===== src/hdl/pbcc_pkg.sv =====
`timescale 1ns / 1ps
// Shared constants and types of the pulse battery charge controller.
package pbcc_pkg;

  localparam int unsigned SAMPLE_W   = 8;
  localparam int unsigned TIMER_W    = 16;
  localparam int unsigned CFG_DATA_W = 16;
  localparam int unsigned CFG_IDX_W  = 3;

  // Hold-off length after a too-fast voltage step, in ticks.
  localparam logic [TIMER_W-1:0]  HOLDOFF_TICKS = 16'd333;
  // Consecutive end-voltage readings that finish the process.
  localparam logic [SAMPLE_W-1:0] END_COUNT     = 8'd3;
  // Duty offset before twice the user setting is added.
  localparam logic [SAMPLE_W-1:0] DUTY_BASE     = 8'd20;
  // The current window around the setting is adjust+8 .. adjust+10.
  localparam logic [SAMPLE_W:0]   CUR_LOW_OFS   = 9'd8;
  localparam logic [SAMPLE_W:0]   CUR_HIGH_OFS  = 9'd10;

  typedef enum logic [CFG_IDX_W-1:0] {
    REG_ANGLE_MIN       = 3'd0,
    REG_ANGLE_MAX       = 3'd1,
    REG_BATT_PRESENT    = 3'd2,
    REG_CHARGE_START    = 3'd3,
    REG_CHARGE_END      = 3'd4,
    REG_DELTA_LIMIT     = 3'd5,
    REG_CHARGE_TICKS    = 3'd6,
    REG_DISCHARGE_TICKS = 3'd7
  } cfg_reg_t;

  typedef logic [SAMPLE_W-1:0] sample_t;
  typedef logic [TIMER_W-1:0]  timer_t;

endpackage


===== src/hdl/pbcc_in_if.sv =====
`timescale 1ns / 1ps
// Input channel of the charge controller: one control pass per item.
interface pbcc_in_if;
  import pbcc_pkg::*;

  logic    valid;
  logic    ready;
  logic    tick;
  sample_t voltage;
  sample_t current;
  sample_t adjust;
  logic    adjust_changed;

  modport source (output valid, output tick, output voltage, output current,
                  output adjust, output adjust_changed, input ready);
  modport sink   (input valid, input tick, input voltage, input current,
                  input adjust, input adjust_changed, output ready);
endinterface


===== src/hdl/pbcc_out_if.sv =====
`timescale 1ns / 1ps
// Result channel of the charge controller: angle, duty and phase flags.
interface pbcc_out_if;
  import pbcc_pkg::*;

  logic    valid;
  logic    ready;
  sample_t fire_angle;
  sample_t pwm_duty;
  logic    charging;
  logic    discharging;
  logic    process_running;
  logic    fast_change_hold;

  modport source (output valid, output fire_angle, output pwm_duty, output charging,
                  output discharging, output process_running,
                  output fast_change_hold, input ready);
  modport sink   (input valid, input fire_angle, input pwm_duty, input charging,
                  input discharging, input process_running,
                  input fast_change_hold, output ready);
endinterface


===== src/hdl/pulse_battery_charge_controller_unit.sv =====
`timescale 1ns / 1ps
// Top level of the pulse battery charge controller.
//
// Each input item is one control pass: a tick flag, a voltage and current sample, the
// user setting and an adjust-changed flag. The block accepts one item per clock while
// the result side keeps taking items, and returns exactly one result item per input
// item. The item lands in an input register when it is accepted; the pass logic then
// updates the controller state and loads the result register when the item advances
// out of the input register. The result carries the state after the pass: thyristor
// angle, PWM duty and the charge, discharge, running and hold-off flags.
// Throughput is one item per clock as long as the result side keeps taking items; the
// input register and the result register let both sides stall independently.
// Configuration registers are written through cfg_we/cfg_index/cfg_data and should only
// be changed while no item is in flight.
module pulse_battery_charge_controller_unit (
  input  logic                               clk,
  input  logic                               rst_n,
  pbcc_in_if.sink                            in_ch,
  pbcc_out_if.source                         out_ch,
  input  logic                               cfg_we,
  input  logic [pbcc_pkg::CFG_IDX_W-1:0]     cfg_index,
  input  logic [pbcc_pkg::CFG_DATA_W-1:0]    cfg_data
);
  import pbcc_pkg::*;

  // Configuration registers.
  sample_t angle_min_r, angle_max_r, batt_present_r, charge_start_r;
  sample_t charge_end_r, delta_limit_r;
  timer_t  charge_ticks_r, discharge_ticks_r;

  // Input register stage.
  logic    s1_valid_r;
  logic    s1_tick_r;
  sample_t s1_voltage_r, s1_current_r, s1_adjust_r;
  logic    s1_adj_chg_r;

  // Controller state.
  sample_t prev_voltage_r, prev_voltage_nxt;
  timer_t  phase_timer_r, phase_timer_nxt;
  sample_t angle_trim_r, angle_trim_nxt;
  sample_t end_hits_r, end_hits_nxt;
  logic    run_r, run_nxt;
  logic    first_conn_r, first_conn_nxt;
  logic    charge_r, charge_nxt;
  logic    discharge_r, discharge_nxt;
  logic    hold_r, hold_nxt;
  logic    upd_pend_r, upd_pend_nxt;
  sample_t angle_r, angle_nxt;
  sample_t duty_r, duty_nxt;

  // Result register.
  logic    out_valid_r;

  logic    advance;
  logic    s1_load;
  sample_t raw_angle;
  sample_t volt_diff;
  logic    fast_step;
  logic    start_proc;
  logic    chg_phase_done;
  logic    discharge_end;
  logic [SAMPLE_W:0] adj_wide;

  // The pass in the input register moves on when the result register is free
  // or is being emptied this cycle.
  assign advance     = s1_valid_r && (!out_valid_r || out_ch.ready);
  assign in_ch.ready = !s1_valid_r || advance;
  assign s1_load     = in_ch.valid && in_ch.ready;

  assign adj_wide = {1'b0, s1_adjust_r};

  // One control pass of the controller state.
  always_comb begin
    prev_voltage_nxt = prev_voltage_r;
    phase_timer_nxt  = phase_timer_r;
    angle_trim_nxt   = angle_trim_r;
    end_hits_nxt     = end_hits_r;
    run_nxt          = run_r;
    first_conn_nxt   = first_conn_r;
    charge_nxt       = charge_r;
    discharge_nxt    = discharge_r;
    hold_nxt         = hold_r;
    upd_pend_nxt     = upd_pend_r;
    angle_nxt        = angle_r;
    duty_nxt         = duty_r;
    raw_angle        = angle_min_r - s1_adjust_r - angle_trim_r;
    start_proc       = 1'b0;
    chg_phase_done   = 1'b0;
    discharge_end    = 1'b0;

    // The phase timer saturates instead of wrapping.
    if (s1_tick_r && (phase_timer_r != '1)) begin
      phase_timer_nxt = phase_timer_r + 1'b1;
    end

    // A pending update or a changed setting refreshes the duty and the clamped firing angle.
    if (upd_pend_r || s1_adj_chg_r) begin
      duty_nxt     = DUTY_BASE + {s1_adjust_r[SAMPLE_W-2:0], 1'b0};
      angle_nxt    = (raw_angle < angle_max_r) ? angle_max_r : raw_angle;
      upd_pend_nxt = 1'b0;
    end

    volt_diff = (s1_voltage_r > prev_voltage_r) ? (s1_voltage_r - prev_voltage_r)
                                                : (prev_voltage_r - s1_voltage_r);
    fast_step = volt_diff > delta_limit_r;
    if (fast_step) begin
      hold_nxt        = 1'b1;
      phase_timer_nxt = '0;
    end
    prev_voltage_nxt = s1_voltage_r;

    if (hold_nxt) begin
      // Hold-off: drop the process and wait out the hold-off time.
      if (run_r) begin
        run_nxt        = 1'b0;
        first_conn_nxt = 1'b0;
        charge_nxt     = 1'b0;
        discharge_nxt  = 1'b0;
        angle_trim_nxt = '0;
        upd_pend_nxt   = 1'b1;
      end
      if (phase_timer_nxt >= HOLDOFF_TICKS) begin
        hold_nxt = 1'b0;
      end
    end else if (s1_voltage_r > batt_present_r) begin
      // A new battery, or a charged one that has dropped below the charge-start level, starts charging.
      start_proc = !run_r && (!first_conn_r || (s1_voltage_r < charge_start_r));
      if (start_proc) begin
        first_conn_nxt  = 1'b1;
        run_nxt         = 1'b1;
        charge_nxt      = 1'b1;
        phase_timer_nxt = '0;
        end_hits_nxt    = '0;
      end
      chg_phase_done = charge_nxt && (phase_timer_nxt >= charge_ticks_r);
      if (chg_phase_done) begin
        // Trim the angle so that the current moves toward adjust+9.
        if ({1'b0, s1_current_r} <= adj_wide + CUR_LOW_OFS) begin
          angle_trim_nxt = angle_trim_r + 1'b1;
          upd_pend_nxt   = 1'b1;
        end
        if ({1'b0, s1_current_r} >= adj_wide + CUR_HIGH_OFS) begin
          angle_trim_nxt = angle_trim_r - 1'b1;
          upd_pend_nxt   = 1'b1;
        end
        phase_timer_nxt = '0;
        charge_nxt      = 1'b0;
        discharge_nxt   = 1'b1;
      end
      discharge_end = discharge_nxt && (phase_timer_nxt >= discharge_ticks_r);
      if (discharge_end) begin
        phase_timer_nxt = '0;
        discharge_nxt   = 1'b0;
        charge_nxt      = 1'b1;
      end
      if (chg_phase_done) begin
        // End of charge is judged only at charge-phase ends.
        if (s1_voltage_r >= charge_end_r) begin
          end_hits_nxt = end_hits_nxt + 1'b1;
          if (end_hits_nxt >= END_COUNT) begin
            end_hits_nxt  = '0;
            run_nxt       = 1'b0;
            charge_nxt    = 1'b0;
            discharge_nxt = 1'b0;
          end
        end else begin
          end_hits_nxt = '0;
        end
      end
    end else if (run_r || first_conn_r) begin
      // Battery removed.
      run_nxt        = 1'b0;
      first_conn_nxt = 1'b0;
      charge_nxt     = 1'b0;
      discharge_nxt  = 1'b0;
      angle_trim_nxt = '0;
      upd_pend_nxt   = 1'b1;
    end
  end

  // Configuration registers.
  always_ff @(posedge clk) begin
    if (!rst_n) begin
      angle_min_r       <= 8'd200;
      angle_max_r       <= 8'd20;
      batt_present_r    <= 8'd50;
      charge_start_r    <= 8'd120;
      charge_end_r      <= 8'd150;
      delta_limit_r     <= 8'd10;
      charge_ticks_r    <= 16'd333;
      discharge_ticks_r <= 16'd3;
    end else if (cfg_we) begin
      case (cfg_reg_t'(cfg_index))
        REG_ANGLE_MIN:       angle_min_r       <= cfg_data[SAMPLE_W-1:0];
        REG_ANGLE_MAX:       angle_max_r       <= cfg_data[SAMPLE_W-1:0];
        REG_BATT_PRESENT:    batt_present_r    <= cfg_data[SAMPLE_W-1:0];
        REG_CHARGE_START:    charge_start_r    <= cfg_data[SAMPLE_W-1:0];
        REG_CHARGE_END:      charge_end_r      <= cfg_data[SAMPLE_W-1:0];
        REG_DELTA_LIMIT:     delta_limit_r     <= cfg_data[SAMPLE_W-1:0];
        REG_CHARGE_TICKS:    charge_ticks_r    <= cfg_data[TIMER_W-1:0];
        REG_DISCHARGE_TICKS: discharge_ticks_r <= cfg_data[TIMER_W-1:0];
        default: ;
      endcase
    end
  end

  // Input register.
  always_ff @(posedge clk) begin
    if (!rst_n) begin
      s1_valid_r <= 1'b0;
    end else if (s1_load) begin
      s1_valid_r <= 1'b1;
    end else if (advance) begin
      s1_valid_r <= 1'b0;
    end
  end

  always_ff @(posedge clk) begin
    if (s1_load) begin
      s1_tick_r    <= in_ch.tick;
      s1_voltage_r <= in_ch.voltage;
      s1_current_r <= in_ch.current;
      s1_adjust_r  <= in_ch.adjust;
      s1_adj_chg_r <= in_ch.adjust_changed;
    end
  end

  // Controller state; it changes only when a pass completes.
  always_ff @(posedge clk) begin
    if (!rst_n) begin
      prev_voltage_r <= '0;
      phase_timer_r  <= '0;
      angle_trim_r   <= '0;
      end_hits_r     <= '0;
      run_r          <= 1'b0;
      first_conn_r   <= 1'b0;
      charge_r       <= 1'b0;
      discharge_r    <= 1'b0;
      hold_r         <= 1'b0;
      upd_pend_r     <= 1'b1;
      angle_r        <= '0;
      duty_r         <= '0;
    end else if (advance) begin
      prev_voltage_r <= prev_voltage_nxt;
      phase_timer_r  <= phase_timer_nxt;
      angle_trim_r   <= angle_trim_nxt;
      end_hits_r     <= end_hits_nxt;
      run_r          <= run_nxt;
      first_conn_r   <= first_conn_nxt;
      charge_r       <= charge_nxt;
      discharge_r    <= discharge_nxt;
      hold_r         <= hold_nxt;
      upd_pend_r     <= upd_pend_nxt;
      angle_r        <= angle_nxt;
      duty_r         <= duty_nxt;
    end
  end

  // Result register valid.
  always_ff @(posedge clk) begin
    if (!rst_n) begin
      out_valid_r <= 1'b0;
    end else if (advance) begin
      out_valid_r <= 1'b1;
    end else if (out_ch.ready) begin
      out_valid_r <= 1'b0;
    end
  end

  // The result fields show the state left by the latest completed pass.
  assign out_ch.valid            = out_valid_r;
  assign out_ch.fire_angle       = angle_r;
  assign out_ch.pwm_duty         = duty_r;
  assign out_ch.charging         = charge_r;
  assign out_ch.discharging      = discharge_r;
  assign out_ch.process_running  = run_r;
  assign out_ch.fast_change_hold = hold_r;

endmodule

===== src/flat_wrapper.sv =====
// flat-port wrapper written by rule: the top's interface ports become plain ports
module pulse_battery_charge_controller_unit_flat import pbcc_pkg::*;
  (clk, rst_n, cfg_we, cfg_index, cfg_data, in_ch_valid, in_ch_tick, in_ch_voltage, in_ch_current, in_ch_adjust, in_ch_adjust_changed, in_ch_ready, out_ch_valid, out_ch_fire_angle, out_ch_pwm_duty, out_ch_charging, out_ch_discharging, out_ch_process_running, out_ch_fast_change_hold, out_ch_ready);
  pbcc_in_if in_ch_i ();
  pbcc_out_if out_ch_i ();
  input  logic clk;
  input  logic rst_n;
  input  logic cfg_we;
  input  logic [pbcc_pkg::CFG_IDX_W-1:0] cfg_index;
  input  logic [pbcc_pkg::CFG_DATA_W-1:0] cfg_data;
  input wire logic [$bits(in_ch_i.valid)-1:0] in_ch_valid;
  input wire logic [$bits(in_ch_i.tick)-1:0] in_ch_tick;
  input wire logic [$bits(in_ch_i.voltage)-1:0] in_ch_voltage;
  input wire logic [$bits(in_ch_i.current)-1:0] in_ch_current;
  input wire logic [$bits(in_ch_i.adjust)-1:0] in_ch_adjust;
  input wire logic [$bits(in_ch_i.adjust_changed)-1:0] in_ch_adjust_changed;
  output wire logic [$bits(in_ch_i.ready)-1:0] in_ch_ready;
  output wire logic [$bits(out_ch_i.valid)-1:0] out_ch_valid;
  output wire logic [$bits(out_ch_i.fire_angle)-1:0] out_ch_fire_angle;
  output wire logic [$bits(out_ch_i.pwm_duty)-1:0] out_ch_pwm_duty;
  output wire logic [$bits(out_ch_i.charging)-1:0] out_ch_charging;
  output wire logic [$bits(out_ch_i.discharging)-1:0] out_ch_discharging;
  output wire logic [$bits(out_ch_i.process_running)-1:0] out_ch_process_running;
  output wire logic [$bits(out_ch_i.fast_change_hold)-1:0] out_ch_fast_change_hold;
  input wire logic [$bits(out_ch_i.ready)-1:0] out_ch_ready;
  assign in_ch_i.valid = in_ch_valid;
  assign in_ch_i.tick = in_ch_tick;
  assign in_ch_i.voltage = in_ch_voltage;
  assign in_ch_i.current = in_ch_current;
  assign in_ch_i.adjust = in_ch_adjust;
  assign in_ch_i.adjust_changed = in_ch_adjust_changed;
  assign in_ch_ready = in_ch_i.ready;
  assign out_ch_valid = out_ch_i.valid;
  assign out_ch_fire_angle = out_ch_i.fire_angle;
  assign out_ch_pwm_duty = out_ch_i.pwm_duty;
  assign out_ch_charging = out_ch_i.charging;
  assign out_ch_discharging = out_ch_i.discharging;
  assign out_ch_process_running = out_ch_i.process_running;
  assign out_ch_fast_change_hold = out_ch_i.fast_change_hold;
  assign out_ch_i.ready = out_ch_ready;
  pulse_battery_charge_controller_unit u_core (.clk(clk), .rst_n(rst_n), .in_ch(in_ch_i), .out_ch(out_ch_i), .cfg_we(cfg_we), .cfg_index(cfg_index), .cfg_data(cfg_data));
endmodule

===== config.mk =====
export PLATFORM = sky130hd
export DESIGN_NAME = pulse_battery_charge_controller_unit_flat
export DESIGN_NICKNAME = d
export VERILOG_FILES = /design/src/hdl/pbcc_pkg.sv /design/src/hdl/pbcc_in_if.sv /design/src/hdl/pbcc_out_if.sv /design/src/hdl/pulse_battery_charge_controller_unit.sv /design/src/flat_wrapper.sv
export SDC_FILE = /design/constraint.sdc
export NUM_CORES = 1
export LEC_CHECK = 0
export ABC_AREA = 1
export BUFFER_PORTS_ARGS = -buffer_cell sky130_fd_sc_hd__buf_2
export CORE_UTILIZATION = 52
export CTS_CLUSTER_SIZE = 8
export DETAILED_ROUTE_END_ITERATION = 12
export HOLD_SLACK_MARGIN = 0.08
export PLACE_DENSITY_LB_ADDON = 0.1
export SKIP_LAST_GASP = 1
export SYNTH_ARGS = -nofsm -noshare
export SYNTH_HDL_FRONTEND = slang
export SYNTH_SLANG_ARGS = --single-unit
export TNS_END_PERCENT = 100

===== constraint.sdc =====
create_clock -name clk -period 6.4 [get_ports clk]
set_input_delay 0.32 -clock clk [delete_from_list [all_inputs] [get_ports clk]]
set_output_delay 0.32 -clock clk [all_outputs]
set_load 0.05 [all_outputs]

# == Yosys cells after proc, flatten, opt, wreduce, memory -nomap -nowiden ==
# Cells that the tools add are included.
# totals
output_inout_bits,22
register_bits,170
input_bits,50
word_cells,167
# classes
n_addsub,11
eq_ne,12
n_lt_le_gt_ge,12
reduce_logical,33
muxes,71
bitwise,1
# ops
operator,n
$mux W16,11
$mux W8,15
$mux W1,45
$ge A16 B16 Y1,2
$sub A8 B8 Y8,4
$gt A8 B8 Y1,3
$reduce_and A2 Y1,10
$add A8 B4 Y9 const B,2
$add A16 B1 Y16 const B,1
$add A8 B1 Y8 const B,2
$ge A16 B9 Y1 const B,1
$lt A8 B8 Y1,2
$ne A16 B16 Y1 const B,1
$eq A3 B3 Y1 const B,4
$ge A8 B9 Y1,1
$le A8 B9 Y1,1
$add A5 B8 Y8 const A,1
$ge A8 B2 Y1 const B,1
$ge A8 B8 Y1,1
$sub A8 B1 Y8 const B,1
$eq A3 B2 Y1 const B,2
$logic_and A1 B1 Y1,6
$ne A3 B2 Y1 const B,2
$reduce_and A3 Y1,2
11 further kinds,19

# == Longest topological paths before layout ==
# Gate-level depths: netlist of the first run.
# logic_depth
ltp_word,20
mapped_depth,47
mapped_depth_nobuf,46

# == Worst setup path before layout of the first run ==
# OpenSTA, ideal clock, no wires.
# synth_path
path_kind,register -> register
start,register u_core.s1_voltage_r[0] (netlist: u_core.prev_voltage_nxt[0])
end,register u_core.phase_timer_r[2]
required_time_ns,6.281
stages_incl_launch_ff,44
arrival_time_ns,5.656
path_buffers,2
setup_time_ns,0.119
period_less_slack_ns,5.775
setup_slack_ns,0.625
path_cell_list,edfxtp_1 inv_2 ha_1 inv_1 fa_1 inv_1 o21ai_0 nand2_1 nand3_1 nand2_1 mux2i_1 o21ai_0 xnor2_1 inv_1 ha_1 nand2_1 nor2_1 nand4_1 (+8 left out) nor3_1 nand3_1 nand3_1 nand2_2 buf_2 nand2_1 inv_2 ha_1 nand2_1 inv_1 nand3_1 nor3_1 nand3_1 nand3_1 nand2_2 buf_4 nand3_1 a21oi_1
# synth_between
elab_chain_len,17
elab_cells_between_ends,30
cone_classes,add/sub (2); order compare (6); mux (18); reduce/logical (4)
# synth_lines
item,line,text
start: declaration,pulse_battery_charge_controller_unit.sv:34,"sample_t s1_voltage_r, s1_current_r, s1_adjust_r;"
start signal: assignment,pulse_battery_charge_controller_unit.sv:221,s1_voltage_r <= in_ch.voltage;
$sub A8 B8 Y8 (tied with other cells),pulse_battery_charge_controller_unit.sv:104,: (prev_voltage_r - s1_voltage_r);
$mux W8,pulse_battery_charge_controller_unit.sv:103,volt_diff = (s1_voltage_r > prev_voltage_r) ? (s1_voltage_r - prev_voltage_r)
$gt A8 B8 Y1,pulse_battery_charge_controller_unit.sv:105,fast_step = volt_diff > delta_limit_r;
$mux W16,pulse_battery_charge_controller_unit.sv:106,if (fast_step) begin
$mux W16,pulse_battery_charge_controller_unit.sv:128,if (start_proc) begin
$mux W16,pulse_battery_charge_controller_unit.sv:125,end else if (s1_voltage_r > batt_present_r) begin
$mux W16,pulse_battery_charge_controller_unit.sv:112,if (hold_nxt) begin
$ge A16 B16 Y1,pulse_battery_charge_controller_unit.sv:135,chg_phase_done = charge_nxt && (phase_timer_nxt >= charge_ticks_r);
$logic_and A1 B1 Y1,pulse_battery_charge_controller_unit.sv:135,
$mux W16,pulse_battery_charge_controller_unit.sv:136,if (chg_phase_done) begin
$mux W16,pulse_battery_charge_controller_unit.sv:125,
$mux W16,pulse_battery_charge_controller_unit.sv:112,
$ge A16 B16 Y1,pulse_battery_charge_controller_unit.sv:150,discharge_end = discharge_nxt && (phase_timer_nxt >= discharge_ticks_r);
$logic_and A1 B1 Y1,pulse_battery_charge_controller_unit.sv:150,
$mux W16,pulse_battery_charge_controller_unit.sv:151,if (discharge_end) begin
$mux W16,pulse_battery_charge_controller_unit.sv:125,
$mux W16 *,pulse_battery_charge_controller_unit.sv:112,
end signal: assignment,pulse_battery_charge_controller_unit.sv:245,phase_timer_r <= phase_timer_nxt;
end: declaration,pulse_battery_charge_controller_unit.sv:39,"timer_t phase_timer_r, phase_timer_nxt;"
# Mark *: on every way between the ends. The rest lies on a longest branch, timed or not. The select of a mux whose other input is x is not followed.
# A chain may end at the register's enable or synchronous reset.

# == Final worst setup path of the first run ==
# layout_path
start,register u_core.s1_voltage_r[0] (netlist: u_core.prev_voltage_nxt[0])
end,register u_core.charge_r (netlist: u_core.out_ch.charging)
# layout_between
elab_chain_len,20
elab_cells_between_ends,43
cone_classes,add/sub (3); order compare (8); eq/ne (1); mux (25); reduce/logical (6)
# layout_lines
item,line,text
$sub A8 B8 Y8 (tied with other cells),pulse_battery_charge_controller_unit.sv:104,
$mux W8,pulse_battery_charge_controller_unit.sv:103,
$gt A8 B8 Y1,pulse_battery_charge_controller_unit.sv:105,
$mux W16,pulse_battery_charge_controller_unit.sv:106,
$mux W16,pulse_battery_charge_controller_unit.sv:128,
$mux W16,pulse_battery_charge_controller_unit.sv:125,
$mux W16,pulse_battery_charge_controller_unit.sv:112,
$ge A16 B16 Y1,pulse_battery_charge_controller_unit.sv:135,
(+4 left out),--,
$ge A16 B16 Y1,pulse_battery_charge_controller_unit.sv:150,
$logic_and A1 B1 Y1,pulse_battery_charge_controller_unit.sv:150,
$mux W1,pulse_battery_charge_controller_unit.sv:151,
$mux W1,pulse_battery_charge_controller_unit.sv:160,if (end_hits_nxt >= END_COUNT) begin
$mux W1,pulse_battery_charge_controller_unit.sv:158,if (s1_voltage_r >= charge_end_r) begin
$mux W1,pulse_battery_charge_controller_unit.sv:156,if (chg_phase_done) begin
$mux W1,pulse_battery_charge_controller_unit.sv:125,
$mux W1,pulse_battery_charge_controller_unit.sv:112,
end signal: assignment,pulse_battery_charge_controller_unit.sv:250,charge_r <= charge_nxt;
end: declaration,pulse_battery_charge_controller_unit.sv:44,"logic charge_r, charge_nxt;"
# Parallel ways exist; a longest one is shown, timed or not. The select of a mux whose other input is x is not followed.

==> metrics.log, run 1 <==
[metrics] outcome: completed
[metrics] detail-routed via count per cell: 5.274
[metrics] biggest area contributors in the synthesized netlist: dfxtp_1, ha_1, nand2_1
[metrics] type of origin of the critical path: flip-flop
[metrics] cell type of the slowest stage on the worst timing path: edfxtp_1
[metrics] clk root buf: clkbuf_16
[metrics] area share of the largest cell type after synthesis: 26.51%
[metrics] number of detailed-routing iterations run before antenna repair: 5
[metrics] number of H-tree branching levels: 4
[metrics] vertical extent of the die: 146.1 um
[metrics] Setup Viol. Count Final: 0
[metrics] placement-stage worst setup slack: -0.3066 ns
[metrics] signed area change from the synthesized netlist to the final layout: 18.07%
[metrics] Total Negative Setup Slacks: 0 ns
[metrics] via count: 9826
[metrics] type of element capturing the critical path: flip-flop
[metrics] final critical path time including I/O delays and setup: 6.127 ns
[metrics] portion of the clock cycle consumed by the worst path in the final layout: 95.74%
[metrics] fraction of power consumed by sequential logic: 35.9%
[metrics] number of nets in the synthesized netlist: 1649
[metrics] area occupied by multi-input gates: 0.006355 mm2
[metrics] Crit Path Max Fanout: 6
[metrics] clock buffer count from CTS: 17
[metrics] total clock sinks: 169
[metrics] share of total power consumed by net switching: 33.85%
[metrics] count of inserted antenna diode cells: 0
[metrics] P_leak: 5.929 nW
[metrics] cell area after synthesis: 0.01080 mm2
[metrics] Reg clk slew, reported paths: 0.07 ns
[metrics] leading cell type in the layout, fill and taps excluded: nand2_1
[metrics] worst slew pin tran: 1.067 ns
[metrics] number of design rule violations left after detail routing: 0
[metrics] type of the worst min-delay path: in -> reg
[metrics] Setup Skew: 0.01504 ns
[metrics] total power density per cell area: 255.9 mW/mm2
[metrics] weighted congestion reported at the end of routability-driven placement: 0.9064
[metrics] maximum clock insertion buffer count: 2
[metrics] remaining antenna violation count after routing: 0
[metrics] delay of the slowest cell on the worst path: 0.42 ns
[metrics] first-pass GRT wire length: 45500 um
[metrics] Peak VDD IR: 0.0001796 V
[metrics] worst max-slew margin expressed relative to the limit: 28.77%
[metrics] Boundary Pins: 72
[metrics] die outline area: 0.02135 mm2
[metrics] vias in the first global route: 9357
[metrics] CTS tree: built
[metrics] Worst EP arrival: 6.47 ns
[metrics] switching power: 1.104 mW
[metrics] number of design-rule violations left by the first detailed-router iteration: 760
[metrics] number of synthesized register bits: 169
[metrics] portion of total power attributed to the clock network: 36.0%
[metrics] antenna violations before repair: 0
[metrics] post-synthesis area per instance: 7.355 um2
[metrics] maximum number of pins on one net before global-route repair: 80
[metrics] CP most frequent cell: nand2_1
[metrics] number of maximum-capacitance constraint violations: 0
[metrics] Horiz. Die Dim: 146.1 um
[metrics] highest attainable clock frequency: 163.2 MHz
[metrics] register area share after synthesis: 33.74%
[metrics] Port-buffer cells: 70
[metrics] dominant register cell in the synthesized netlist: dfxtp_1
[metrics] row count: 52
[metrics] Async SR Flop Fraction: 0%
[metrics] category of the critical setup timing path: reg -> reg
[metrics] number of warnings reported in the yosys synthesis log: 0
[metrics] count of flip-flops with a built-in enable after synthesis: 26
[metrics] wire per inst: 14.99 um
[metrics] most frequent cells in the layout: nand2_1, inv_1, a21oi_1, dfxtp_1, o21ai_0
[metrics] Floorplan Core Area: 0.02030 mm2
[metrics] gate count after technology mapping: 1468
[metrics] Int Power: 2.158 mW
[metrics] area used by sequential logic in the layout: 0.003643 mm2
[metrics] number of nets in the finished design: 1761
[metrics] worst-case setup margin in the final layout: 0.2728 ns
[metrics] WHS: 0.1439 ns
[metrics] Final Hold Fails: 0
[metrics] number of distinct library cells after synthesis: 44
[metrics] starting density of the core: 53.19%
[metrics] Tot GR Track Use: 26.48%
[metrics] Skew-Pair Late Insertion Delay: 0.45 ns
[metrics] critical path data required time: 6.74 ns
[metrics] proportion of layout cells with a drive suffix above 1: 14.31%
[metrics] global-route congestion overflow total: 0
[metrics] final number of max-transition violations: 0
[metrics] cell accounting for the most synthesized area: dfxtp_1
[metrics] half-perimeter wire length after placement: 19880 um
[metrics] number of filler cells placed in the layout: 1788
[metrics] wirelength, routed: 27930 um
[metrics] Comb power frac: 28.1%
-- worst max-delay path, delay by kind of cell (launching register included) --
kind / cells / cell delay (ns)
and+or+nand+nor: 22 / 2.21
adders and majority gates: 5 / 1.34
DFF: 1 / 0.42
buffers and inverters: 9 / 0.74
muxes: 1 / 0.25
AOI/OAI and AO/OA: 6 / 0.87
xor gates and xnor gates: 1 / 0.14
-- per-stage QoR --
step | util (%) | cell area (um2) | std cells | total power [mW]
after global placement | 56.47 | 11460 | 1788 | 1.958
final | 62.80 | 12750 | 1863 | 3.262
after detailed placement | 56.47 | 11460 | 1788 | 1.972
after global routing | 62.80 | 12750 | 1863 | 3.428
after CTS | 61.11 | 12400 | 1845 | 3.157
after floorplan | - | 10800 | 1468 | 1.757
-- layout make-up --
cell class                 instances  share of cell area [%]
tap                              270                   2.650
inverter                         228                   6.733
multi-input combinational       1033                   49.85
clock buffer                      21                   3.955
sequential                       169                   28.58
timing repair buffer             131                   6.939
clock inverter                    11                   1.296
-- sequential cells by signal (all words and copies together) (netlist names), 7 cells and up --
name / cells
u_core.s1_current_r: 8
u_core.angle_min_r: 8
u_core.prev_voltage_r: 8
u_core.s1_adjust_r: 8
u_core.prev_voltage_nxt: 8
u_core.discharge_ticks_r: 16
u_core.end_hits_r: 8
u_core.charge_ticks_r: 16
u_core.delta_limit_r: 8
u_core.phase_timer_r: 16
u_core.batt_present_r: 8
u_core.out_ch.fire_angle: 8
u_core.charge_end_r: 8
u_core.angle_max_r: 8
u_core.charge_start_r: 8
u_core.angle_trim_r: 8
u_core.out_ch.pwm_duty: 7
-- power by group through the flow --
| stage | clock (mW) | sequential [mW] | combinational [mW] |
|---|---|---|---|
| after floorplan | 0 | 1.23 | 0.526 |
| after global placement | 0 | 1.19 | 0.764 |
| after detailed placement | 0 | 1.20 | 0.777 |
| after CTS | 1.18 | 1.17 | 0.800 |
| after global routing | 1.23 | 1.18 | 1.02 |
| final | 1.17 | 1.17 | 0.916 |
-- worst paths after layout --
path | startpoint | end | slack (ns) | depth (start not counted)
setup / recovery | u_core.prev_voltage_nxt[0] | u_core.out_ch.charging | 0.27 | 44
hold / removal | cfg_data[8] | u_core.charge_ticks_r[8] | 0.14 | 3
setup reg to reg | u_core.prev_voltage_nxt[0] | u_core.out_ch.charging | 0.27 | 44
hold reg to reg | u_core.end_hits_r[6] | u_core.end_hits_r[6] | 0.45 | 2
-- layer usage --
layer  vias to the layer above  global-route usage [%]  part of all wire (%)
li1                       5056                       -                     -
met1                      4475                   35.79                    46
met2                       255                   43.61                    47
met3                        40                   3.938                   5.2
met4                         0                   8.229                   2.1
met5                         -                       0                     0
-- kinds of logic after synthesis --
group                      share of synthesized area, %
AOI/OAI and AO/OA                                 17.76
buffers and inverters                             9.664
DFF                                               33.74
other                                           0.03473
muxes                                            0.2897
adders and majority gates                         15.87
xor gates and xnor gates                          2.758
and+or+nand+nor                                   19.87
-- repair_timing --
| item | in CTS | in global routing |
|---|---|---|
| pin swaps | 0 | 21 |
| endpoints found under the hold margin | 25 | 1 |
| gates cloned | 0 | 4 |
| endpoints found under the setup margin | 18 | 18 |
| buffers inserted | 0 | 13 |
| resized for setup | 5 | 54 |
| hold buffers | 25 | 1 |
-- synthesized netlist by cell type, types with 7 or more instances --
library cell and instances:
nor2_1 96, ha_1 121, clkbuf_1 31, edfxtp_1 26
dfxtp_1 143, nand3_1 70, o21ai_1 8, a21oi_1 165
o211ai_1 24, inv_2 14, a21oi_2 7, nand2_1 280
nand4_1 14, nor3_1 14, fa_1 10, xor2_1 21
nand2_2 7, inv_1 212, xnor2_1 13, o21ai_0 134
nor2_2 10
Power figures use the tool's default switching activity.
==> run 2: changes to the inputs <==
Settings changed: BUFFER_PORTS_ARGS -buffer_cell sky130_fd_sc_hd__buf_2 to not set, CAP_MARGIN set to 15, DONT_BUFFER_PORTS set to 1.
==> run 2 against run 1 <==
  * Clock skew down 0.0075 ns
  * Die area unchanged
  * Non-clock buffer count down 53
  * Final area down 2.4%
  * Flip-flop and latch count unchanged
  * Critical path depth down 1
  * First-iteration DRC count down 18%
  * Hold slack worse by 0.060 ns
  * Clock power down 9%
  * Setup slack better by 0.086 ns
  * Cell count down 2.8%
  * Global-route usage up 0.23 points
  * Critical path type unchanged
==> metrics.log, run 2 (same netlist as run 1, synthesis figures left out) <==
[metrics] Final Hold Fails: 0 (unchanged)
[metrics] weighted congestion reported at the end of routability-driven placement: 0.9348 (+3.1%)
[metrics] Non-Filler Cell Area, Final: 0.01244 mm2 (-2.4%)
[metrics] Boundary Pins: 72 (unchanged)
[metrics] type of element capturing the critical path: flip-flop
[metrics] signed area change from the synthesized netlist to the final layout: 15.25%
[metrics] critical path endpoint: u_core.phase_timer_r[1]
[metrics] Register-to-Register Setup Slack: 0.36 ns (+0.09 ns)
[metrics] vias in the first global route: 8981 (-4.0%)
[metrics] global-route congestion overflow total: 0 (unchanged)
[metrics] placed cell count: 1718 (-3.9%)
[metrics] total power density per cell area: 248.3 mW/mm2 (-2.9%)
[metrics] type of the worst min-delay path: in -> reg
[metrics] Floorplan Core Area: 0.02030 mm2 (unchanged)
[metrics] CP Buf/Inv Count: 11 (+2)
[metrics] Port-buffer cells: 0 (-100%)
[metrics] worst slew pin tran: 0.9834 ns (-0.08385 ns)
[metrics] clk root buf: clkbuf_16
[metrics] final number of max-transition violations: 0 (unchanged)
[metrics] Crit Path Max Fanout: 6 (unchanged)
[metrics] leading registers by flop count: u_core.charge_ticks_r x16, u_core.discharge_ticks_r x16, u_core.phase_timer_r x16
[metrics] maximum number of pins on one net before global-route repair: 117 (+46%)
[metrics] clock buffer count from CTS: 17 (unchanged)
[metrics] number of nets in the finished design: 1708 (-3.0%)
[metrics] final instance count without filler cells: 1810 (-2.8%)
[metrics] Crit Reg-Reg Endpoint: u_core.phase_timer_r[1]
[metrics] Setup Viol. Count Final: 0 (unchanged)
[metrics] type of origin of the critical path: flip-flop
[metrics] total number of cells along the worst setup path: 43 (-2.3%)
[metrics] CTS tree: built
[metrics] remaining antenna violation count after routing: 0 (unchanged)
[metrics] portion of the clock cycle consumed by the worst path in the final layout: 94.40% (-1.3 points)
[metrics] starting density of the core: 53.19% (unchanged)
[metrics] via count: 9670 (-1.6%)
[metrics] half-perimeter wire length after placement: 19480 um (-2.0%)
[metrics] detail-routed via count per cell: 5.343 (+1.3%)
[metrics] Total Negative Setup Slacks: 0 ns (unchanged)
[metrics] P_leak: 5.655 nW (-4.6%)
[metrics] number of detailed-routing iterations run before antenna repair: 5 (unchanged)
[metrics] Setup Skew: 0.007524 ns (-0.007518 ns)
[metrics] launching element of the worst setup path: u_core.prev_voltage_nxt[0]
[metrics] Tot GR Track Use: 26.71% (+0.23 points)
[metrics] wire per inst: 15.40 um (+2.7%)
[metrics] proportion of layout cells with a drive suffix above 1: 9.221% (-5.1 points)
[metrics] Reg clk slew, reported paths: 0.07 ns (about the same)
[metrics] first-pass GRT wire length: 45150 um (-0.77%)
[metrics] category of the critical setup timing path: reg -> reg
[metrics] number of design rule violations left after detail routing: 0 (unchanged)
[metrics] leading cell type in the layout, fill and taps excluded: nand2_1
[metrics] outcome: completed
[metrics] CP most frequent cell: nand2_1
[metrics] die outline area: 0.02135 mm2 (unchanged)
[metrics] vertical extent of the die: 146.1 um (unchanged)
[metrics] Worst EP arrival: 6.36 ns (-0.11 ns)
[metrics] number of maximum-capacitance constraint violations: 0 (unchanged)
[metrics] total clock sinks: 169 (unchanged)
[metrics] WHS: 0.08398 ns (-0.05994 ns)
[metrics] cell type of the slowest stage on the worst timing path: edfxtp_1
[metrics] critical path data required time: 6.72 ns (-0.02 ns)
[metrics] wirelength, routed: 27880 um (-0.19%)
[metrics] number of filler cells placed in the layout: 1878 (+5.0%)
[metrics] cells on worst reg2reg path: 43 (-2.3%)
[metrics] Tot Pwr: 3.091 mW (-5.3%)
[metrics] number of H-tree branching levels: 4 (unchanged)
[metrics] number of design-rule violations left by the first detailed-router iteration: 621 (-18%)
[metrics] maximum clock insertion buffer count: 2 (unchanged)
[metrics] most frequent cells in the layout: nand2_1, inv_1, a21oi_1, dfxtp_1, o21ai_0
[metrics] row count: 52 (unchanged)
[metrics] worst max-slew margin expressed relative to the limit: 34.36% (+5.6 points)
[metrics] Horiz. Die Dim: 146.1 um (unchanged)
[metrics] final critical path time including I/O delays and setup: 6.042 ns (-0.08558 ns)
[metrics] count of inserted antenna diode cells: 0 (unchanged)
[metrics] highest attainable clock frequency: 165.5 MHz (+1.4%)
[metrics] kind of cell with the highest combined delay on the critical path: simple AND/OR/NAND/NOR gates
[metrics] Peak VDD IR: 0.0001801 V (+0.24%)
[metrics] Skew-Pair Late Insertion Delay: 0.44 ns (about the same)
[metrics] worst hold path startpoint: cfg_data[15]
[metrics] delay of the slowest cell on the worst path: 0.42 ns (about the same)
[metrics] cell area reported after detailed placement: 0.01111 mm2 (-3.1%)
[metrics] origin of the critical flop-to-flop path: u_core.prev_voltage_nxt[0]
[metrics] antenna violations before repair: 1 (+1)
## run 2: changes by cell type in the layout (fill, tap and decap cells not counted), moves of 4 or more
cell	change
buf_2	-70
dlygate4sd3_1	+21
nand2_1	+4
nand3_1	+4
nand3_2	-4
## run 2: cell type report
| type | count | area [um2] | share of cell area (%) |
|---|---|---|---|
| clock inverters | 12 | 122.6 | 0.9853 |
| clock buffers | 20 | 489.2 | 3.931 |
| flip-flops and latches | 169 | 3643 | 29.28 |
| repair buffers | 78 | 723.2 | 5.811 |
| multi-input cells | 1033 | 6270 | 50.38 |
| well taps | 270 | 337.8 | 2.715 |
| inverters | 228 | 858.3 | 6.897 |
## run 2: routing by layer
metal  wire [um]  up-vias  share of wire [%]  track usage [%]
met1       13090     4455                 47            36.50
met3        1223       34                4.4            3.750
met5          13        -              0.047                0
met2       13140      212                 47            44.16
met4         420        2                1.5            7.240
li1            -     4967                  -                -
## run 2: through the flow
stage | worst slack (ns) | utilization [%]
3_5_place_dp | -0.1045 | 54.75
3_3_place_gp | 0.03847 | 54.75
2_1_floorplan | 0.6247 | -
4_1_cts | 0.01059 | 60.28
6_report | 0.3584 | 61.30
5_1_grt | -0.04153 | 61.30
## run 2: where the power goes
| group | internal [mW] | total, mW | switching (mW) |
|---|---|---|---|
| Combinational | 0.295 | 0.803 | 0.508 |
| Clock | 0.604 | 1.07 | 0.465 |
| Sequential | 1.13 | 1.22 | 0.0856 |
| Total | 2.03 | 3.09 | 1.06 |
## run 2: timing repair
| item | CTS | global route |
|---|---|---|
| pin swaps | 0 | 16 |
| hold endpoints to repair | 145 | 0 |
| cloned | 0 | 4 |
| hold buffers | 48 | 0 |
| setup buffers | 0 | 9 |
| setup endpoints to repair | 17 | 18 |
| gates resized for setup | 3 | 33 |
## run 2: worst register-to-register path, delay by kind of cell, from the launching register on
| family | cells | cell delay (ns) |
|---|---|---|
| fa+ha+maj | 5 | 1.36 |
| simple gates | 22 | 2.30 |
| compound gates | 3 | 0.42 |
| flops | 1 | 0.42 |
| mux | 1 | 0.22 |
| buf+inv | 11 | 1.09 |
| xor+xnor | 1 | 0.14 |
## run 2: worst min-delay path by stage
| stage | end | slack [ns] | cells after the start |
|---|---|---|---|
| after global routing | u_core.angle_max_r[5] | 0.09 | 2 |
| after global placement | u_core.s1_current_r[1] | 0.42 | 0 |
| after CTS | u_core.delta_limit_r[2] | 0.08 | 2 |
| after floorplan | u_core.prev_voltage_nxt[0] | 0.42 | 0 |
| after detailed placement | u_core.s1_current_r[2] | 0.42 | 0 |
| final | u_core.discharge_ticks_r[15] | 0.08 | 2 |
==> run 3: changes to the inputs <==
Clock period 6.4 ns to 6.1 ns, I/O delays scaled along.
==> run 3 against run 2 <==
  * Wire length increased by 3.5%
  * Cell count increased by 1.2%
  * Sequential share of layout area shrank 1.6 points
  * Register-to-register slack worse by 0.22 ns
  * Setup slack got worse by 0.22 ns
  * Die area stayed put
  * Critical path depth unchanged
  * Hold slack is essentially flat
  * Highest routed layer is now met4
==> metrics.log, run 3 (same netlist as run 1, synthesis figures left out) <==
[metrics] outcome: completed
[metrics] total clock sinks: 169 (unchanged)
[metrics] critical path data required time: 6.45 ns (-0.27 ns)
[metrics] area occupied by multi-input gates: 0.006721 mm2 (+7.2%)
[metrics] leading cell type in the layout, fill and taps excluded: nand2_1
[metrics] wire per inst: 15.77 um (+2.3%)
[metrics] Port-buffer cells: 0 (unchanged)
[metrics] number of nets in the finished design: 1729 (+1.2%)
[metrics] proportion of layout cells with a drive suffix above 1: 15.18% (+6.0 points)
[metrics] CP Buf/Inv Count: 9 (-2)
[metrics] unrepaired setup endpoints after global routing: true
[metrics] row count: 52 (unchanged)
[metrics] worst max-slew margin expressed relative to the limit: 33.11% (-1.3 points)
[metrics] worst slew pin tran: 1.002 ns (+0.01883 ns)
[metrics] area used by sequential logic in the layout: 0.003643 mm2 (unchanged)
[metrics] number of design-rule violations left by the first detailed-router iteration: 647 (+4.2%)
[metrics] highest attainable clock frequency: 167.6 MHz (+1.3%)
[metrics] delay of the slowest cell on the worst path: 0.42 ns (about the same)
[metrics] count of inserted antenna diode cells: 0 (unchanged)
[metrics] maximum clock insertion buffer count: 2 (unchanged)
[metrics] Worst EP arrival: 6.32 ns (-0.04 ns)
[metrics] placement-stage worst setup slack: -0.3299 ns (-0.2254 ns)
[metrics] global-route congestion overflow total: 0 (unchanged)
[metrics] Tot Pwr: 3.441 mW (+11%)
[metrics] worst-case setup margin in the final layout: 0.1335 ns (-0.2249 ns)
[metrics] detail-routed via count per cell: 5.360 (+0.34%)
[metrics] type of origin of the critical path: flip-flop
[metrics] Floorplan Core Area: 0.02030 mm2 (unchanged)
[metrics] Crit Path Max Fanout: 8 (+2)
[metrics] total power density per cell area: 261.4 mW/mm2 (+5.3%)
[metrics] clk root buf: clkbuf_16
[metrics] category of the critical setup timing path: reg -> reg
[metrics] remaining antenna violation count after routing: 0 (unchanged)
[metrics] most frequent cells in the layout: nand2_1, inv_1, a21oi_1, dfxtp_1, o21ai_0
[metrics] via count: 9815 (+1.5%)
[metrics] Total Negative Setup Slacks: 0 ns (unchanged)
[metrics] signed area change from the synthesized netlist to the final layout: 21.89%
[metrics] CTS tree: built
[metrics] final critical path time including I/O delays and setup: 5.966 ns (-0.07514 ns)
[metrics] portion of the clock cycle consumed by the worst path in the final layout: 97.81% (+3.4 points)
[metrics] vertical extent of the die: 146.1 um (unchanged)
[metrics] Tot GR Track Use: 26.79% (+0.077 points)
[metrics] half-perimeter wire length after placement: 19580 um (+0.54%)
[metrics] number of detailed-routing iterations run before antenna repair: 5 (unchanged)
[metrics] Final Hold Fails: 0 (unchanged)
[metrics] kind of cell with the highest combined delay on the critical path: simple AND/OR/NAND/NOR gates
[metrics] vias in the first global route: 9198 (+2.4%)
[metrics] Setup Skew: 0.01323 ns (+0.005709 ns)
[metrics] Horiz. Die Dim: 146.1 um (unchanged)
[metrics] Peak VDD IR: 0.0001779 V (-1.2%)
[metrics] number of maximum-capacitance constraint violations: 0 (unchanged)
[metrics] final number of max-transition violations: 0 (unchanged)
[metrics] number of filler cells placed in the layout: 1765 (-6.0%)
[metrics] antenna violations before repair: 0 (-1)
[metrics] weighted congestion reported at the end of routability-driven placement: 0.9000 (-3.7%)
[metrics] P_leak: 5.834 nW (+3.2%)
[metrics] final instance count without filler cells: 1831 (+1.2%)
[metrics] Setup Viol. Count Final: 0 (unchanged)
[metrics] leading registers by flop count: u_core.charge_ticks_r x16, u_core.discharge_ticks_r x16, u_core.phase_timer_r x16
[metrics] cell type of the slowest stage on the worst timing path: edfxtp_1
[metrics] Boundary Pins: 72 (unchanged)
[metrics] clock buffer count from CTS: 17 (unchanged)
[metrics] type of the worst min-delay path: in -> reg
[metrics] Reg clk slew, reported paths: 0.07 ns (about the same)
[metrics] type of element capturing the critical path: flip-flop
[metrics] wirelength, routed: 28870 um (+3.5%)
[metrics] placed cell count: 1726 (+0.47%)
[metrics] Skew-Pair Late Insertion Delay: 0.43 ns (about the same)
[metrics] die outline area: 0.02135 mm2 (unchanged)
[metrics] CP most frequent cell: inv_2
[metrics] starting density of the core: 53.19% (unchanged)
[metrics] maximum number of pins on one net before global-route repair: 118 (+0.85%)
[metrics] number of design rule violations left after detail routing: 0 (unchanged)
[metrics] number of H-tree branching levels: 4 (unchanged)
[metrics] first-pass GRT wire length: 45650 um (+1.1%)
run 3: what timing repair did:
| action | 4_1_cts | 5_1_grt |
|---|---|---|
| pin swaps | 3 | 50 |
| setup endpoints to repair | 18 | 18 |
| endpoints found under the hold margin | 145 | 0 |
| gates cloned | 1 | 1 |
| hold buffers | 45 | 0 |
| setup buffers | 4 | 22 |
| gates resized for setup | 8 | 135 |
run 3: cell type report:
cell class / count / share of cell area (%)
clock buffers: 21 / 3.670
clock inverters: 11 / 1.084
inverters: 228 / 6.560
multi-input cells: 1030 / 51.07
flip-flops and latches: 169 / 27.68
well taps: 270 / 2.567
repair buffers: 102 / 7.368
run 3: worst reg2reg max path, delay by kind of cell, from the launching register on:
family	cells	cell delay [ns]
AND/OR/NAND/NOR	17	1.86
adder cells (fa/ha/maj)	5	1.27
AO/OA/AOI/OAI	10	1.17
buffers and inverters	9	0.79
flip-flops	1	0.42
multiplexers	1	0.23
XOR/XNOR	1	0.17
run 3: stage by stage:
step | instance area [um2] | hold slack, ns | utilization [%]
floorplan | 10800 | 0.4039 | -
global placement | 11190 | 0.4039 | 55.10
detailed placement | 11190 | 0.4039 | 55.10
CTS | 12350 | 0.08027 | 60.84
global route | 13160 | 0.08348 | 64.84
finish | 13160 | 0.08392 | 64.84
run 3: routing by layer:
| metal | share of wire [%] | global-route usage (%) |
|---|---|---|
| met1 | 45 | 35.27 |
| met2 | 48 | 45.22 |
| met3 | 5.2 | 4.000 |
| met4 | 2.3 | 8.385 |
| met5 | 0 | 0 |
run 3: final timing paths:
check	endpoint	slack (ns)	depth (start not counted)	startpoint
setup / recovery	u_core.phase_timer_r[7]	0.13	43	u_core.prev_voltage_nxt[0]
setup reg to reg	u_core.phase_timer_r[7]	0.13	43	u_core.prev_voltage_nxt[0]
hold / removal	u_core.charge_ticks_r[4]	0.08	2	cfg_data[4]
hold reg to reg	u_core.end_hits_r[7]	0.45	2	u_core.end_hits_r[7]
run 3: report_power, final:
| part | switching (mW) | internal, mW |
|---|---|---|
| registers | 0.0910 | 1.19 |
| clock network | 0.489 | 0.667 |
| logic | 0.609 | 0.396 |
| total | 1.19 | 2.25 |
